$ cat src/sst_pkg.sv
// Shared types, codes and controller/datapath interface structs for the sorted set table.
package sst_pkg;

  // Request codes; any other code is served as a lookup
  localparam logic [1:0] MODE_LOOKUP = 2'd0;
  localparam logic [1:0] MODE_INSERT = 2'd1;
  localparam logic [1:0] MODE_REMOVE = 2'd2;

  // Input transaction
  typedef struct packed {
    logic [1:0]         mode;
    logic signed [31:0] key;
  } in_t;

  // Result transaction
  typedef struct packed {
    logic       found;
    logic [6:0] count;
    logic       status;
  } out_t;

  // Controller states
  typedef enum logic [3:0] {
    ST_IDLE,
    ST_SEARCH_RD,
    ST_SEARCH_CMP,
    ST_DECIDE,
    ST_UP_RD,
    ST_UP_DRAIN,
    ST_PUT_KEY,
    ST_DOWN_RD,
    ST_RESULT
  } state_t;

  // Controller to datapath commands
  typedef struct packed {
    logic load;
    logic srch_rd;
    logic srch_cmp;
    logic init_up;
    logic init_down;
    logic shift_rd;
    logic shift_up;
    logic put_key;
    logic done;
  } cmd_t;

  // Datapath to controller status
  typedef struct packed {
    logic lo_lt_hi;
    logic is_ins;
    logic is_rem;
    logic found;
    logic full;
    logic no_up;
    logic no_down;
    logic up_last;
    logic down_last;
  } stat_t;

endpackage

$ cat src/sst_ctrl.sv
// Sequencer for search, shift and result phases of one request.
module sst_ctrl import sst_pkg::*; (
  input  logic  clk,
  input  logic  rst_n,
  input  logic  start,
  input  stat_t stat,
  output cmd_t  cmd,
  output logic  busy
);

  state_t state_r, state_nxt;

  // Hold the state register
  always_ff @(posedge clk) begin
    if (!rst_n) begin
      state_r <= ST_IDLE;
    end else begin
      state_r <= state_nxt;
    end
  end

  // Decide next state and commands
  always_comb begin
    state_nxt = state_r;
    cmd       = '0;
    unique case (state_r)
      ST_IDLE: begin
        if (start) begin
          cmd.load  = 1'b1;
          state_nxt = ST_SEARCH_RD;
        end
      end
      ST_SEARCH_RD: begin
        if (stat.lo_lt_hi) begin
          cmd.srch_rd = 1'b1;
          state_nxt   = ST_SEARCH_CMP;
        end else begin
          state_nxt = ST_DECIDE;
        end
      end
      ST_SEARCH_CMP: begin
        cmd.srch_cmp = 1'b1;
        state_nxt    = ST_SEARCH_RD;
      end
      ST_DECIDE: begin
        priority if (stat.is_ins && !stat.found && !stat.full) begin
          if (stat.no_up) begin
            state_nxt = ST_PUT_KEY;
          end else begin
            cmd.init_up = 1'b1;
            state_nxt   = ST_UP_RD;
          end
        end else if (stat.is_rem && stat.found && !stat.no_down) begin
          cmd.init_down = 1'b1;
          state_nxt     = ST_DOWN_RD;
        end else begin
          state_nxt = ST_RESULT;
        end
      end
      ST_UP_RD: begin
        cmd.shift_rd = 1'b1;
        cmd.shift_up = 1'b1;
        if (stat.up_last) begin
          state_nxt = ST_UP_DRAIN;
        end
      end
      ST_UP_DRAIN: begin
        // last moved entry is written back this cycle
        state_nxt = ST_PUT_KEY;
      end
      ST_PUT_KEY: begin
        cmd.put_key = 1'b1;
        state_nxt   = ST_RESULT;
      end
      ST_DOWN_RD: begin
        cmd.shift_rd = 1'b1;
        if (stat.down_last) begin
          state_nxt = ST_RESULT;
        end
      end
      ST_RESULT: begin
        cmd.done  = 1'b1;
        state_nxt = ST_IDLE;
      end
      default: begin
        state_nxt = ST_IDLE;
      end
    endcase
  end

  assign busy = (state_r != ST_IDLE);

  // Checks
  a_result_to_idle: assert property (@(posedge clk) disable iff (!rst_n)
    state_r == ST_RESULT |=> state_r == ST_IDLE)
    else $error("result state not followed by idle");

  a_start_searches: assert property (@(posedge clk) disable iff (!rst_n)
    (state_r == ST_IDLE && start) |=> state_r == ST_SEARCH_RD)
    else $error("accepted transaction did not enter search");

  a_drain_then_put: assert property (@(posedge clk) disable iff (!rst_n)
    state_r == ST_UP_DRAIN |=> state_r == ST_PUT_KEY)
    else $error("drain not followed by key write");

endmodule

$ cat src/sst_dp.sv
// Key memory, search bounds, shift pointer, count and result register.
module sst_dp import sst_pkg::*; #(
  parameter int CAPACITY = 64
) (
  input  logic  clk,
  input  logic  rst_n,
  input  in_t   in_item,
  input  cmd_t  cmd,
  output stat_t stat,
  output logic  out_valid,
  output out_t  out_item
);

  localparam int AW = $clog2(CAPACITY);
  localparam int CW = $clog2(CAPACITY + 1);
  localparam logic [CW-1:0] CAP_C = CW'(CAPACITY);
  localparam logic [CW-1:0] ONE_C = CW'(1);
  localparam logic [AW-1:0] STEP_C = AW'(1);

  logic signed [31:0] mem [CAPACITY];
  logic signed [31:0] rdata_r;
  logic signed [31:0] key_r, key_nxt;
  logic [1:0]         mode_r, mode_nxt;
  logic [CW-1:0]      lo_r, lo_nxt, hi_r, hi_nxt, mid_r, mid_nxt;
  logic [CW-1:0]      cnt_r, cnt_nxt;
  logic               eq_r, eq_nxt;
  logic [AW-1:0]      idx_r, idx_nxt;
  logic               wb_pend_r;
  logic [AW-1:0]      wb_addr_r, wb_addr_nxt;
  out_t               out_r, out_nxt;
  logic               out_valid_r;

  logic [CW-1:0]      mid_w, cnt_m1, lo_p1;
  logic               rd_en, we;
  logic [AW-1:0]      rd_addr, wr_addr;
  logic signed [31:0] wr_data;
  logic               is_ins, is_rem, full, inc, dec;

  assign mid_w  = lo_r + ((hi_r - lo_r) >> 1);
  assign cnt_m1 = cnt_r - ONE_C;
  assign lo_p1  = lo_r + ONE_C;
  assign is_ins = (mode_r == MODE_INSERT);
  assign is_rem = (mode_r == MODE_REMOVE);
  assign full   = (cnt_r == CAP_C);
  assign inc    = is_ins && !eq_r && !full;
  assign dec    = is_rem && eq_r;

  // Report status to the controller
  always_comb begin
    stat.lo_lt_hi  = (lo_r < hi_r);
    stat.is_ins    = is_ins;
    stat.is_rem    = is_rem;
    stat.found     = eq_r;
    stat.full      = full;
    stat.no_up     = (lo_r == cnt_r);
    stat.no_down   = (lo_p1 == cnt_r);
    stat.up_last   = (CW'(idx_r) == lo_r);
    stat.down_last = (CW'(idx_r) == cnt_m1);
  end

  // Select memory port addresses and data
  assign rd_en   = cmd.srch_rd || cmd.shift_rd;
  assign rd_addr = cmd.shift_rd ? idx_r : mid_w[AW-1:0];
  assign we      = wb_pend_r || cmd.put_key;
  assign wr_addr = wb_pend_r ? wb_addr_r : lo_r[AW-1:0];
  assign wr_data = wb_pend_r ? rdata_r : key_r;

  // Read and write the key memory
  always_ff @(posedge clk) begin
    if (we) begin
      mem[wr_addr] <= wr_data;
    end
    if (rd_en) begin
      rdata_r <= mem[rd_addr];
    end
  end

  // Compute next datapath values
  always_comb begin
    key_nxt     = key_r;
    mode_nxt    = mode_r;
    lo_nxt      = lo_r;
    hi_nxt      = hi_r;
    mid_nxt     = mid_r;
    eq_nxt      = eq_r;
    idx_nxt     = idx_r;
    wb_addr_nxt = wb_addr_r;
    cnt_nxt     = cnt_r;
    out_nxt     = out_r;
    if (cmd.load) begin
      key_nxt  = in_item.key;
      mode_nxt = in_item.mode;
      lo_nxt   = '0;
      hi_nxt   = cnt_r;
      eq_nxt   = 1'b0;
    end
    if (cmd.srch_rd) begin
      mid_nxt = mid_w;
    end
    // narrow the bounds; keys are distinct, so a hit marks the final position
    if (cmd.srch_cmp) begin
      if (rdata_r < key_r) begin
        lo_nxt = mid_r + ONE_C;
      end else begin
        hi_nxt = mid_r;
      end
      if (rdata_r == key_r) begin
        eq_nxt = 1'b1;
      end
    end
    if (cmd.init_up) begin
      idx_nxt = cnt_m1[AW-1:0];
    end
    if (cmd.init_down) begin
      idx_nxt = lo_p1[AW-1:0];
    end
    // advance the shift pointer and queue the write-back one place over
    if (cmd.shift_rd) begin
      if (cmd.shift_up) begin
        idx_nxt     = idx_r - STEP_C;
        wb_addr_nxt = idx_r + STEP_C;
      end else begin
        idx_nxt     = idx_r + STEP_C;
        wb_addr_nxt = idx_r - STEP_C;
      end
    end
    if (cmd.done) begin
      if (inc) begin
        cnt_nxt = cnt_r + ONE_C;
      end else if (dec) begin
        cnt_nxt = cnt_m1;
      end
      out_nxt.found  = eq_r;
      out_nxt.count  = 7'(cnt_nxt);
      out_nxt.status = is_ins && !eq_r && full;
    end
  end

  // Hold control registers
  always_ff @(posedge clk) begin
    if (!rst_n) begin
      cnt_r       <= '0;
      wb_pend_r   <= 1'b0;
      out_valid_r <= 1'b0;
    end else begin
      cnt_r       <= cnt_nxt;
      wb_pend_r   <= cmd.shift_rd;
      out_valid_r <= cmd.done;
    end
  end

  // Hold payload registers
  always_ff @(posedge clk) begin
    key_r     <= key_nxt;
    mode_r    <= mode_nxt;
    lo_r      <= lo_nxt;
    hi_r      <= hi_nxt;
    mid_r     <= mid_nxt;
    eq_r      <= eq_nxt;
    idx_r     <= idx_nxt;
    wb_addr_r <= wb_addr_nxt;
    out_r     <= out_nxt;
  end

  assign out_valid = out_valid_r;
  assign out_item  = out_r;

  // Checks
  a_one_writer: assert property (@(posedge clk) disable iff (!rst_n)
    !(cmd.put_key && wb_pend_r))
    else $error("key write collides with shift write-back");

  a_count_bound: assert property (@(posedge clk) disable iff (!rst_n)
    cnt_r <= CAP_C)
    else $error("count exceeds capacity");

  a_full_not_found: assert property (@(posedge clk) disable iff (!rst_n)
    out_valid_r |-> !(out_r.found && out_r.status))
    else $error("rejected insert reported as member");

endmodule

$ cat src/sorted_set_table_top.sv
// Top level of the sorted set table: controller plus datapath.
//
//  channel | ports                    | handshake
//  --------+--------------------------+-----------------------------------
//  input   | start, busy, in_item     | taken at an edge with start & !busy
//  result  | out_valid, out_item      | one-cycle strobe, always taken
//
// A request is busy through S binary search steps (about log2(count+1)),
// each a read and then a compare, all paid on the single read port of the key
// memory, then a decide state and a result state. An insert of a new key adds a
// shift up of (count - position) entries, a drain and a key write, or only the key
// write when the key lands past the last entry; a remove of a present key adds a
// shift down of (count - position - 1) entries, one entry moved per cycle.
// Reset clears the count at once; no clearing pass runs over the memory.
// The result strobe shows in the first cycle that busy is low again; the receiver never stalls.
module sorted_set_table_top import sst_pkg::*; #(
  parameter int CAPACITY = 64
) (
  input  logic clk,
  input  logic rst_n,
  input  logic start,
  input  in_t  in_item,
  output logic busy,
  output logic out_valid,
  output out_t out_item
);

  cmd_t  cmd;
  stat_t stat;

  sst_ctrl u_ctrl (
    .clk   (clk),
    .rst_n (rst_n),
    .start (start),
    .stat  (stat),
    .cmd   (cmd),
    .busy  (busy)
  );

  sst_dp #(
    .CAPACITY (CAPACITY)
  ) u_dp (
    .clk       (clk),
    .rst_n     (rst_n),
    .in_item   (in_item),
    .cmd       (cmd),
    .stat      (stat),
    .out_valid (out_valid),
    .out_item  (out_item)
  );

endmodule

$ cat config.mk
export PLATFORM = sky130hd
export DESIGN_NAME = sorted_set_table_top
export DESIGN_NICKNAME = d
export VERILOG_FILES = /design/src/sst_pkg.sv /design/src/sst_ctrl.sv /design/src/sst_dp.sv /design/src/sorted_set_table_top.sv
export SDC_FILE = /design/constraint.sdc
export NUM_CORES = 2
export LEC_CHECK = 0
export BUFFER_PORTS_ARGS = -buffer_cell sky130_fd_sc_hd__buf_2
export CAP_MARGIN = 30
export CORE_MARGIN = 4
export CORE_UTILIZATION = 60
export DETAILED_ROUTE_END_ITERATION = 6
export HOLD_SLACK_MARGIN = 0.03
export PLACE_DENSITY_LB_ADDON = 0.1
export SYNTH_ARGS = -nofsm -noshare
export SYNTH_HDL_FRONTEND = slang
export SYNTH_SLANG_ARGS = --single-unit
$ cat constraint.sdc
create_clock -name clk -period 7.5 [get_ports clk]
set_clock_uncertainty 0.15 [all_clocks]
set_input_delay 1.5 -clock clk [delete_from_list [all_inputs] [get_ports clk]]
set_output_delay 1.5 -clock clk [all_outputs]
set_load 0.01 [all_outputs]
# After elaboration in Yosys (flattened, before gate mapping)
# Memory sizes are Yosys's and may differ from the RTL's. A register that Yosys moved wholly into a read port is not among the register bits.
# Index checks and enable logic that the tools add are counted.
# Widths: inputs -> output; s select.
# word_totals
ram_bits,2048
inputBits,37
latchBits,0
elab_cells,103
rom_bits,0
memories,1
reg_bits,90
# mem_list
memory,depth,width,rd,rd_clocked_by_memory_dff,write_ports,line_no,rtl
u_dp.mem,64,32,1,1,1,sst_dp.sv:20,logic signed [31:0] mem [CAPACITY];
# classes
muxes,43
mul,0
n_div,0
n_eq_ne,19
bitwise_logic,0
n_shift,0
addsub,8
n_reduce_logical,15
n_lt_le_gt_ge,2
# op_table
cell,n
$mux 7,8
$mux 6,7
$eq 32x32->1,1
$lt 32x32->1,1
$mux 32,1
$pmux 4 s8,1
$add 7x1->7 const B,3
$mux 4,5
$mux 1,19
$eq 4x3->1 const B,4
$eq 6x7->1,2
$eq 7x7->1,2
$eq 4x2->1 const B,2
$add 7x6->7,1
$eq 7x7->1 const B,1
$lt 7x7->1,1
$sub 7x1->7 const B,1
$sub 7x7->7,1
$add 6x1->6 const B,1
$ne 2x2->1 const B,3
$sub 6x1->6 const B,1
$logic_and 1x1->1,5
$eq 4x1->1 const B,1
$eq 4x4->1 const B,1
other kinds (10),14

# Logic depth before layout (Yosys ltp)
# logic_depth
word_depth,10
ltp_mapped,19

# Hierarchy
# From an unflattened synthesis, not the netlist that was laid out.
# hier_totals
hier_cells,4352
area_unflattened_um2,86500.5
# by_module_without_submodules
mod,cells_each,seq_area_each_um2,area_each_um2,instances
sst_dp,4302,64802.2,86108.8,1
sst_ctrl,50,80.1,391.6,1

# Worst setup path after synthesis
# OpenSTA, ideal clock, no wires.
# synth_timing
kind,register to register
startpoint,register u_dp.wb_pend_r
endpoint,"memory u_dp.mem[0][1], data pin"
slack_ns,3.159
path_buffers,3
path_stages_with_launch,5
arrival_time_ns,3.489
required_ns,6.648
setup_time_ns,0.702
synth_period_minus_slack_ns,4.341
cell_sequence,dfxtp_1 -> clkbuf_1 -> clkbuf_1 -> buf_1 -> o21ai_0
# synth_between
elab_chain_cells,1
# synth_lines
item,line_no,rtl
"start, declared",sst_dp.sv:28,logic wb_pend_r;
"start signal, assigned",sst_dp.sv:147,wb_pend_r <= cmd.shift_rd;
$mux 32,sst_dp.sv:66,assign wr_data = wb_pend_r ? rdata_r : key_r;
net u_dp.wr_data[1],sst_dp.sv:36,logic signed [31:0] wr_data;
"end, declared",sst_dp.sv:20,
# The timed path passes the listed nets, and every way through them passes these cells.

# Final worst setup path
# layout_timing
startpoint,register u_dp.lo_r[1]
endpoint,"register u_dp.rdata_r[22] (read register of u_dp.mem), data pin"
# layout_between
word_cells_on_any_way,7
classes_between,add/sub (2); order compare (1); mux (3); reduce/logical (1)
# layout_lines
item,line_no,rtl
"start, declared",sst_dp.sv:24,"logic [CW-1:0] lo_r, lo_nxt, hi_r, hi_nxt, mid_r, mid_nxt;"
"start signal, assigned",sst_dp.sv:156,lo_r <= lo_nxt;
$sub 7x7->7,sst_dp.sv:39,assign mid_w = lo_r + ((hi_r - lo_r) >> 1);
$add 7x6->7 (*),sst_dp.sv:39,
net u_dp.mid_w[3],sst_dp.sv:33,"logic [CW-1:0] mid_w, cnt_m1, lo_p1;"
$mux 6 (*),sst_dp.sv:63,assign rd_addr = cmd.shift_rd ? idx_r : mid_w[AW-1:0];
"end, declared",sst_dp.sv:21,logic signed [31:0] rdata_r;
# Mark *: on every way through the listed nets, which the timed path passes. The rest lies on a longest branch.
# A chain may end at the register's enable or synchronous reset.

==> impl_results.md <==
- Root Buffer Master: clkbuf_16
- Max-Cap Viols: 0
- TritonRoute pass-1 iters: 5
- Worst setup path start: u_dp.lo_r[1]$_DFF_P_
- Status: completed
- Relative slew slack: 27.7%
- Fin nets: 5929
- Worst-path cell chain: inv_1 -> ha_1 -> nor2b_1 -> o21ai_0 -> a21boi_0 -> nor2_1 -> ha_1 -> inv_1 -> o21bai_1 -> xor2_1 -> mux2i_4 -> buf_4 -> nor2_4 -> buf_4 -> a22oi_1 -> o21ai_1 -> a2111o_1
- Fin. Hold Viols: 0
- Clock buffer depth: 3
- Via count: 53334
- H-tree depth: 4
- Vias in the first global route: around 50000
- Die width: 388 µm
- GRT Overall Usage: around 34%
- Floorplan core area: 0.143 mm²
- Post-CTS setup buffer count: 0
- Die area: around 0.15 mm²
- Main synth FF type: edfxtp_1
- Avg Cell Area, Syn: between 15 and 20 µm²
- Worst slew pin tran: ~1.1 ns
- Synthesized net count: 5801
- Warning count from the yosys run: 0
- IO Count: 48
- GRT overflow: 0
- Finish-stage setup viols: 0
- #FFs+latches synth: ~2200
- CTS Hold Bufs: 0
- Detailed Route WL: 257 mm
- Unrepaired setup endpoints after global routing: no
- Total negative slack: 0 ns
- Hold Path End: u_dp.eq_r$_DFF_P_
- Clk_lat worst skew: 0.84 ns
- Synth Instances: 5710
- Worst Hold Class: register to register
- First-pass GRT wire length: 365 mm
- Arrival time worst endpoint: 6.73 ns
- Async SR Flop Fraction: 0%
- Largest net degree at the start of global routing: 127
- DRC violations left: 0
- Num rows: between 100 and 150
- Seq/Total Area, Yosys: 75.1%
- Max frequency: 162 MHz
- DR vias/cell: 6.74
- Routed WL per cell: approximately 32 µm
- ANT nets after route: 0
- Synth cell types: 73
- Slowest cell on crit path: nor2_4
- Layout area overhead: 12.4%
- Post-synthesis cell area: ~0.086 mm²
- Hold Path Stages: 2
- Min-delay src: u_dp.eq_r$_DFF_P_
- CP top delay family: compound AO/OA/AOI/OAI gates
- CP Max Fanout: 26
- Clock sinks: approximately 2200
- Gates resized, CTS repair: 0
- Reg2reg path depth: 17
- Total CTS buffers: 212
- Die height: 388 µm
- Max-slew violation count: 0
- Worst EP required: about 8.1 ns
- FF-to-FF setup slack: 1.32 ns
- Crit end category: register
- Share of cells above drive strength 1: 13.7%
- WHS: between 0.3 and 0.4 ns
- DRT iter0 DRCs: 7963
- Fill cell count: 9690
- TritonCTS clock tree: done
- Clk pin slew, worst setup/hold paths: 0.06 ns
- Final period util: 82.4%
- Routability Congestion: a little over 0.9
- Hpwl dp: 150 mm
- Initial Util: between 60% and 70%
- Startpoint types: register
- Critical R2R Launch: u_dp.lo_r[1]$_DFF_P_
- Final Critical Period: 6.18 ns
- Crit Path Class: register to register
- CP bufs+invs: 4
- Initial antenna violation count: 7
- Crit path largest cell delay: 0.83 ns
- Number of I/O port buffers: 47
- Reg2reg end: u_dp.rdata_r[22]$_DFFE_PP_
- Number of flops mapped to enable cells by yosys: 2142
==> sequential cells by signal, summed over array words and instances (netlist names), 2 cells and up <==
register        count
u_dp.wb_addr_r      6
u_dp.hi_r           7
u_dp.key_r         32
u_dp.out_item       9
u_ctrl.state_r      4
u_dp.rdata_r       32
u_dp.lo_r           7
u_dp.idx_r          6
u_dp.mid_r          7
u_dp.mem         2048
u_dp.cnt_r          7
u_dp.mode_r         2
==> area by class of cell <==
type | instances | area, µm² | area share (%)
Tap cell | 1903 | 2380 | 2.45
Clock buffer | 273 | 5640 | 5.80
Multi-Input combinational cell | 3111 | 20700 | 21.3
Clock inverter | 113 | 831 | 0.855
Inverter | 59 | 221 | 0.228
Timing Repair Buffer | 284 | 2480 | 2.55
Antenna cell | 1 | 2.50 | 0.00257
Sequential cell | 2170 | 64900 | 66.8
==> tightest hold or removal path, stage by stage, from the launching register on <==
cell and delay (ns):
dfxtp_1 0.34, nand2_1 0.07, nand2_1 0.04
==> per-stage QoR <==
stage	cells	instance area (µm²)	util, %	worst slack [ns]
2_1_floorplan	5710	86400	-	3.16
6_report	7914	97200	67.8	1.32
5_1_grt	7913	97200	67.8	1.23
4_1_cts	7908	97100	67.8	1.48
3_3_place_gp	7506	90400	63.1	1.32
3_5_place_dp	7522	90700	63.3	1.50
==> cells in the final DEF (no fill, tap or decap), types with 67 or more instances in the layout <==
master and instances:
nand2_1 1166, a32oi_1 219, a22oi_1 67, and3_1 69
buf_4 193, a211oi_1 70, a21oi_1 225, mux2i_1 169
nand3_1 320, clkbuf_16 217, nor2_4 71, a31oi_1 97
mux4_2 126, edfxtp_1 2142
==> synthesized netlist by cell type, drive strengths merged, types with 72 or more instances <==
| cell type | number | area share [%] |
|---|---|---|
| edfxtp | 2142 | 74 |
| nand2 | 1171 | 5.1 |
| nand3 | 321 | 1.9 |
| clkbuf | 228 | 0.99 |
| a21oi | 226 | 1.3 |
| a32oi | 219 | 2.2 |
| mux2i | 170 | 2.0 |
| buf | 142 | 0.81 |
| mux4 | 126 | 3.3 |
| nor2 | 115 | 0.51 |
| a31oi | 97 | 0.70 |
| o21ai | 92 | 0.53 |
| a211oi | 72 | 0.64 |
==> routing by layer <==
metal	track usage (%)	up-vias	share of wire (%)
met1	48.1	26783	38
met5	0.319	-	0.079
met2	49.9	3623	44
li1	-	22318	-
met4	15.3	6	5.4
met3	8.49	604	13
==> kinds of logic after synthesis <==
family                     share of synthesized area, %
muxes                                              5.45
xor gates and xnor gates                          0.576
and+or+nand+nor                                    8.74
adders and majority gates                         0.799
AOI/OAI and AO/OA                                  7.31
buffers and inverters                              2.06
DFF                                                75.1
==> worst max path at each step <==
stage                                 endpoint  slack, ns  cells after the start
global route        u_dp.rdata_r[20]$_DFFE_PP_       1.23                     17
floorplan             u_dp.mem[0][1]$_DFFE_PP_       3.16                      4
CTS                 u_dp.rdata_r[13]$_DFFE_PP_       1.48                     17
finish              u_dp.rdata_r[22]$_DFFE_PP_       1.32                     17
global placement    u_dp.rdata_r[16]$_DFFE_PP_       1.32                     16
detailed placement  u_dp.rdata_r[13]$_DFFE_PP_       1.50                     17
Power is not shown: default switching activity piles up to over one toggle a cycle in this logic, so the estimate is an artifact.
